## src/rtl/lcsd_pkg.sv

```systemverilog
// shared codes and controller/datapath interface types for the lcs line diff unit
package lcsd_pkg;

  localparam int KIND_W = 3;
  localparam int IDX_W  = 6;
  localparam int OP_W   = 2;
  localparam int SYM_IN_W = 32;

  // operation codes
  localparam logic [OP_W-1:0] OP_OLD    = 2'd0;
  localparam logic [OP_W-1:0] OP_NEW    = 2'd1;
  localparam logic [OP_W-1:0] OP_RUN    = 2'd2;
  localparam logic [OP_W-1:0] OP_UNUSED = 2'd3;

  // result kinds
  localparam logic [KIND_W-1:0] K_EQ    = 3'd0;
  localparam logic [KIND_W-1:0] K_ADD   = 3'd1;
  localparam logic [KIND_W-1:0] K_DEL   = 3'd2;
  localparam logic [KIND_W-1:0] K_EMPTY = 3'd3;
  localparam logic [KIND_W-1:0] K_LONG  = 3'd4;

  // script entry kinds, two bits
  localparam logic [1:0] SK_EQ  = 2'd0;
  localparam logic [1:0] SK_ADD = 2'd1;
  localparam logic [1:0] SK_DEL = 2'd2;

  localparam logic [IDX_W-1:0] IDX_NONE = 6'h3f;

  typedef struct packed {
    logic load;
    logic fill_init;
    logic fill_rd;
    logic fill_wr;
    logic bt_init;
    logic bt_rd;
    logic bt_step;
    logic out_rd;
    logic spec_long;
    logic spec_empty;
    logic clear;
  } lcsd_cmd_t;

  typedef struct packed {
    logic ovf;
    logic old_zero;
    logic new_zero;
    logic fill_done;
    logic bt_done;
    logic last;
  } lcsd_stat_t;

endpackage

```

## src/rtl/lcsd_ctrl.sv

```systemverilog
// controller state machine sequencing load, table fill, backtrack and output
module lcsd_ctrl
  import lcsd_pkg::*;
(
  input  logic       clk,
  input  logic       rst_n,
  input  logic       in_valid,
  output logic       in_ready,
  input  logic [OP_W-1:0] in_operation,
  output logic       out_valid,
  input  logic       out_ready,
  input  lcsd_stat_t stat,
  output lcsd_cmd_t  cmd
);

  localparam logic [3:0] S_IDLE   = 4'd0;
  localparam logic [3:0] S_CHK    = 4'd1;
  localparam logic [3:0] S_F_RD   = 4'd2;
  localparam logic [3:0] S_F_WR   = 4'd3;
  localparam logic [3:0] S_B_INIT = 4'd4;
  localparam logic [3:0] S_B_RD   = 4'd5;
  localparam logic [3:0] S_B_STEP = 4'd6;
  localparam logic [3:0] S_O_RD   = 4'd7;
  localparam logic [3:0] S_O_VAL  = 4'd8;

  logic [3:0] state_r, state_nxt;

  assign in_ready  = (state_r == S_IDLE);
  assign out_valid = (state_r == S_O_VAL);

  // next state and commands
  always_comb begin
    state_nxt = state_r;
    cmd = '0;
    unique case (state_r)
      S_IDLE: begin
        if (in_valid) begin
          cmd.load = 1'b1;
          if (in_operation == OP_RUN) state_nxt = S_CHK;
        end
      end
      S_CHK: begin
        priority if (stat.ovf) begin
          cmd.spec_long = 1'b1;
          state_nxt = S_O_VAL;
        end else if (stat.old_zero && stat.new_zero) begin
          cmd.spec_empty = 1'b1;
          state_nxt = S_O_VAL;
        end else if (stat.old_zero || stat.new_zero) begin
          cmd.bt_init = 1'b1;
          state_nxt = S_B_RD;
        end else begin
          cmd.fill_init = 1'b1;
          state_nxt = S_F_RD;
        end
      end
      S_F_RD: begin
        cmd.fill_rd = 1'b1;
        state_nxt = S_F_WR;
      end
      S_F_WR: begin
        cmd.fill_wr = 1'b1;
        state_nxt = stat.fill_done ? S_B_INIT : S_F_RD;
      end
      S_B_INIT: begin
        cmd.bt_init = 1'b1;
        state_nxt = S_B_RD;
      end
      S_B_RD: begin
        if (stat.bt_done) begin
          state_nxt = S_O_RD;
        end else begin
          cmd.bt_rd = 1'b1;
          state_nxt = S_B_STEP;
        end
      end
      S_B_STEP: begin
        cmd.bt_step = 1'b1;
        state_nxt = S_B_RD;
      end
      S_O_RD: begin
        cmd.out_rd = 1'b1;
        state_nxt = S_O_VAL;
      end
      S_O_VAL: begin
        if (out_ready) begin
          if (stat.last) begin
            cmd.clear = 1'b1;
            state_nxt = S_IDLE;
          end else begin
            state_nxt = S_O_RD;
          end
        end
      end
      default: state_nxt = S_IDLE;
    endcase
  end

  // state register
  always_ff @(posedge clk) begin
    if (!rst_n) state_r <= S_IDLE;
    else        state_r <= state_nxt;
  end

endmodule

```

## config.mk

```make
export PLATFORM = sky130hd
export DESIGN_NAME = lcsd_ctrl
export DESIGN_NICKNAME = d
export VERILOG_FILES = /design/src/rtl/lcsd_pkg.sv /design/src/rtl/lcsd_ctrl.sv
export SDC_FILE = /design/constraint.sdc
export NUM_CORES = 1
export LEC_CHECK = 0
export BUFFER_PORTS_ARGS = -buffer_cell sky130_fd_sc_hd__clkbuf_2
export CAP_MARGIN = 20
export CORE_MARGIN = 2
export CORE_UTILIZATION = 30
export CTS_CLUSTER_SIZE = 12
export DETAILED_ROUTE_END_ITERATION = 12
export PLACE_DENSITY = 0.55
export RECOVER_POWER = 25
export SLEW_MARGIN = 20
export SYNTH_ARGS = -nofsm -noshare
export SYNTH_HDL_FRONTEND = slang
export SYNTH_SLANG_ARGS = --single-unit
```

## constraint.sdc

```tcl
create_clock -name clk -period 1.5 [get_ports clk]
set_input_delay 0.3 -clock clk [delete_from_list [all_inputs] [get_ports clk]]
set_output_delay 0.3 -clock clk [all_outputs]
set_load 0.02 [all_outputs]
```

Word-level counts from Yosys, hierarchy flattened --
Cells that the tools add are included.
Cells by class: equal/unequal tests 12, multiplexer cells 33, reductions and logical operators 5
Operators by type and width (count):
- $pmux W4 S8 | 1
- $mux W1 | 22
- $mux W4 | 5
- $eq A4 B3 Y1 const B | 4
- $mux W3 | 3
- $eq A4 B2 Y1 const B | 2
- $eq A4 B1 Y1 const B | 1
- $eq A4 B4 Y1 const B | 1
- $logic_not A4 Y1 | 1
- $ne A2 B1 Y1 const B | 2
- $reduce_and A3 Y1 | 1
- $eq A2 B2 Y1 const B | 1
- $mux W2 | 1
- $ne A2 B2 Y1 const B | 1
- $pmux W1 S2 | 1
- $reduce_or A2 Y1 | 1
- $logic_and A1 B1 Y1 | 1
- $logic_or A1 B1 Y1 | 1
Word-level totals: register bits after elaboration 4, output and inout bits 13, word-level logic and storage cells 51

Depth between registers and ports, before layout --
depth after elaboration 5, gate-level depth with buffers 6, gate-level depth less buffers 6

Worst setup path after synthesis --
No wires, ideal clock.
kind register to output, start point reg state_r[3], end point out cmd[10] (netlist bit), data arrival time 1.557 ns, path slack -0.357 ns, stages on the path, launching flop included 4, cell sequence dfxtp_1 > buf_4 > nor4_1 > and2_1
RTL lines:
- from (decl) | line lcsd_ctrl.sv:26 | logic [3:0] state_r, state_nxt;
- from (signal assigned) | line lcsd_ctrl.sv:102 | else state_r <= state_nxt;
- to (decl) | line lcsd_ctrl.sv:13 | output lcsd_cmd_t cmd

==> run_results.csv <==
group,metric,value,unit
sta,hold_viol,0,
sta,achievable-frequency,0.5640,GHz
placement,hpwl,1025,um
hold_path,hp-class,"primary input to register",
detailed_routing,remaining_drcs,0,
cells_and_area,n_antenna_cell,0,
clock_network,clk_transition_reported_paths,30,ps
setup_path,crit_arrival,1470,ps
clock_network,inserted_clock_buffers,3,
cells_and_area,registers_with_the_most_flip_flops,"state_r: 4 flops",
sta,finalCritPeriodShare,118.2,%
setup_path,critical-path-slowest-cell,"sky130_fd_sc_hd__or4b_4",
sta,timing.final.crit_period,1773,ps
cells_and_area,flip_flop_count_of_the_largest_register_all_copies_and_words_added,4,
synth,mappedNetlistArea,462.9,um^2
synth,post_synthesis_register_bit_count,4,
power,internal_pwr_total,0.2971,mW
cells_and_area,drive_gt1_share,68.00,%
placement,port-buffer-count,24,
setup_path,critPathMaxFanout,3,
clock_network,tritoncts,"done",
placement,dpl-instance-area,706.9,um^2
global_route,global_route.overflow_total,0,
floorplanning,num_rows,14,
sta,tns,-1523,ps
sta,grt_setup_unrepaired,"true",
sta,fin_skew,1.628,ps
power,comb_power_share,43.8,%
sta,finalSetupViolCount,15,
global_route,global_route.usage.total,16.41,%
setup_path,crit_path_cell_trace,"or4b_4, inv_4, and3_4, buf_8",
clock_network,clk_root_buf,"sky130_fd_sc_hd__clkbuf_4",
power,p_leak,0.4195,nW
floorplanning,initial_utilization,31.46,%
power,max-vdd-ir-drop,536.2,uV
setup_path,path_buf_inv,2,
placement,placement.setup.worst_slack,-76.02,ps
sta,worst_setup_slack_final,-273.2,ps
power,clock_power_share,29.2,%
detailed_routing,drt_pass1_iterations,4,
floorplanning,chipWidth,43.28,um
detailed_routing,wirelength,1417,um
detailed_routing,vias,579,
clock_network,hold_buffers,0,
hold_path,hold_path_depth,2,
detailed_routing,route.detailed.wl_per_inst,12.22,um
cells_and_area,layout.nets,116,
setup_path,critPathCaptureType,"output pin",
synth,instance_count_of_the_mapped_netlist,61,
floorplanning,die_area,0.001873,mm^2
setup_path,reg2reg_setup_slack,-90,ps
cells_and_area,max_flop_register,"state_r",
power,sequential_share_of_power,27.0,%
setup_path,worst_path_largest_cell_delay,570,ps
sta,final-max-slew-violation-count,0,
clock_network,clockBufferDepth,2,
floorplanning,io_pins,25,
cells_and_area,nFillCells,136,
clock_network,clock_latency,230,ps
setup_path,critPathTopFamily,"simple AND/OR/NAND/NOR gates",
outcome,violated_checks,"negative setup slack",
detailed_routing,route.antenna.remaining_nets,0,
setup_path,worst_r2r_path_depth,5,
power,power_density,469.4,mW/mm^2
setup_path,reg2reg_from,"state_r[1]",
synth,synth-seq-area-share,17.30,%
setup_path,critical_path_required,1200,ps
synth,warnings_from_yosys,0,
cells_and_area,syn_to_final_growth,98.38,%
sta,worst_margin_slew,304.0,ps
clock_network,clock_tree.htree_level_count,1,
cells_and_area,postLayoutCoreUtil,62.42,%
power,net_switching_power_figure,0.1340,mW
floorplanning,die_height,43.28,um
floorplanning,core-area,0.001471,mm^2
global_route,grt_max_degree,11,
setup_path,r2r_end,"state_r[2]",
flow_run,drv_cap,0,
outcome,outcome,"finished with violations",
clock_network,clock_sink_count,4,
synth,postSynthNetCount,75,
power,power,0.4311,mW
global_route,grt_pass1_vias,527,
cells_and_area,finalInstanceArea,918.4,um^2
setup_path,timing.critical_path.from_type,"register",
hold_path,min_delay_worst_endpoint,"state_r[3]",
synth,yosysUniqueCellTypes,33,
setup_path,critical_path_class,"register to output pin",
hold_path,min-delay-start,"rst_n",
detailed_routing,post_drt_via_cell_ratio,4.991,
detailed_routing,drt_iter0_markers,9,
synth,synth.avg_cell_area,7.589,um^2
global_route,first_pass_grt_wire_length,2311,um
power,net_sw_share,31.09,%
placement,place_congestion,0.8072,
global_route,grt_antenna_before_repair,0,
sta,slew_headroom,79.64,%
cell usage in the layout (no fill, tap or decap), types with 2 or more instances in the layout:
cell                        n
sky130_fd_sc_hd__buf_4     19
sky130_fd_sc_hd__clkbuf_2  11
sky130_fd_sc_hd__nor2_1     6
sky130_fd_sc_hd__a21oi_1    5
sky130_fd_sc_hd__buf_8      4
sky130_fd_sc_hd__inv_1      3
sky130_fd_sc_hd__nor3b_4    3
sky130_fd_sc_hd__clkbuf_4   3
sky130_fd_sc_hd__buf_6      3
sky130_fd_sc_hd__nor3_2     2
sky130_fd_sc_hd__inv_4      2
sky130_fd_sc_hd__nand2_1    2
sky130_fd_sc_hd__nor3b_1    2
sky130_fd_sc_hd__o21ai_0    2
sky130_fd_sc_hd__or3b_2     2
sky130_fd_sc_hd__nand3b_1   2
sky130_fd_sc_hd__ha_1       2
sky130_fd_sc_hd__clkbuf_8   2
sky130_fd_sc_hd__dfxtp_2    2
synthesized netlist by cell type, drive strengths merged:
master,instances,share of area [%]
dfxtp,4,17
or2b,1,1.6
nor2,7,5.7
o21a,1,1.6
clkbuf,1,3.0
nand3b,2,3.2
nor3b,5,9.2
nor4b,1,1.9
a41oi,1,3.5
clkinv,1,0.81
buf,3,3.8
ha,2,5.4
mux2i,1,2.2
and2,1,1.4
and3,2,3.0
nand2,3,2.4
a31oi,1,1.4
or3b,2,3.8
nor4,1,1.4
nand4b,1,1.9
a211oi,1,1.6
a21oi,5,5.4
o21ai,3,4.1
nand2b,1,1.4
inv,4,3.2
nor3,2,2.2
or4b,1,3.0
o32a,1,2.2
or3,2,2.7
layout make-up:
cell class,count,area [um^2],area share [%]
multi-input combinational,48,441.7,48.09
timing repair buffer,40,324.1,35.29
sequential,4,86.33,9.401
inverter,5,23.77,2.589
clock buffer,3,22.52,2.452
tap,16,20.02,2.180
how the worst max path moves through the flow:
stage	start	end	slack, ps	cells after the start
2_1_floorplan	state_r[3]	cmd[10]	-110	3
3_3_place_gp	state_r[0]	cmd[0]	-70	4
3_5_place_dp	state_r[0]	cmd[0]	-80	4
4_1_cts	state_r[0]	cmd[0]	-280	4
5_1_grt	state_r[1]	cmd[0]	-310	4
6_report	state_r[1]	cmd[0]	-270	4
kinds of logic after synthesis:
logic type | synth area share (%)
buffers and inverters | 10.81
DFF | 17.30
AOI/OAI and AO/OA | 19.73
and+or+nand+nor | 44.60
muxes | 2.162
adders and majority gates | 5.405
through the flow:
step,hold slack [ps],std cells
after floorplan,417.5,61
after global placement,554.7,108
after detailed placement,558.1,108
after CTS,318.4,116
after global routing,341.8,116
final,333.1,116
power groups by stage:
| stage | clock network (mW) | registers [mW] | logic [mW] |
|---|---|---|---|
| 2_1_floorplan | 0 | 0.115 | 0.0916 |
| 3_3_place_gp | 0 | 0.117 | 0.149 |
| 3_5_place_dp | 0 | 0.117 | 0.150 |
| 4_1_cts | 0.134 | 0.116 | 0.178 |
| 5_1_grt | 0.138 | 0.117 | 0.204 |
| 6_report | 0.126 | 0.116 | 0.189 |
routing by layer:
metal	routed length [um]	vias to the layer above	global-route usage, %	share of wire, %
met5	0	-	0	0
met4	0	0	1.818	0
met3	79	0	3.830	5.6
met2	699	22	27.46	49
met1	637	250	21.88	45
li1	-	307	-	-
repair_timing:
action	4_1_cts	5_1_grt
setup endpoints to repair	14	14
setup buffers	5	1
pin swaps	6	3
gates resized for setup	31	21
Power figures use the tool's default switching activity.
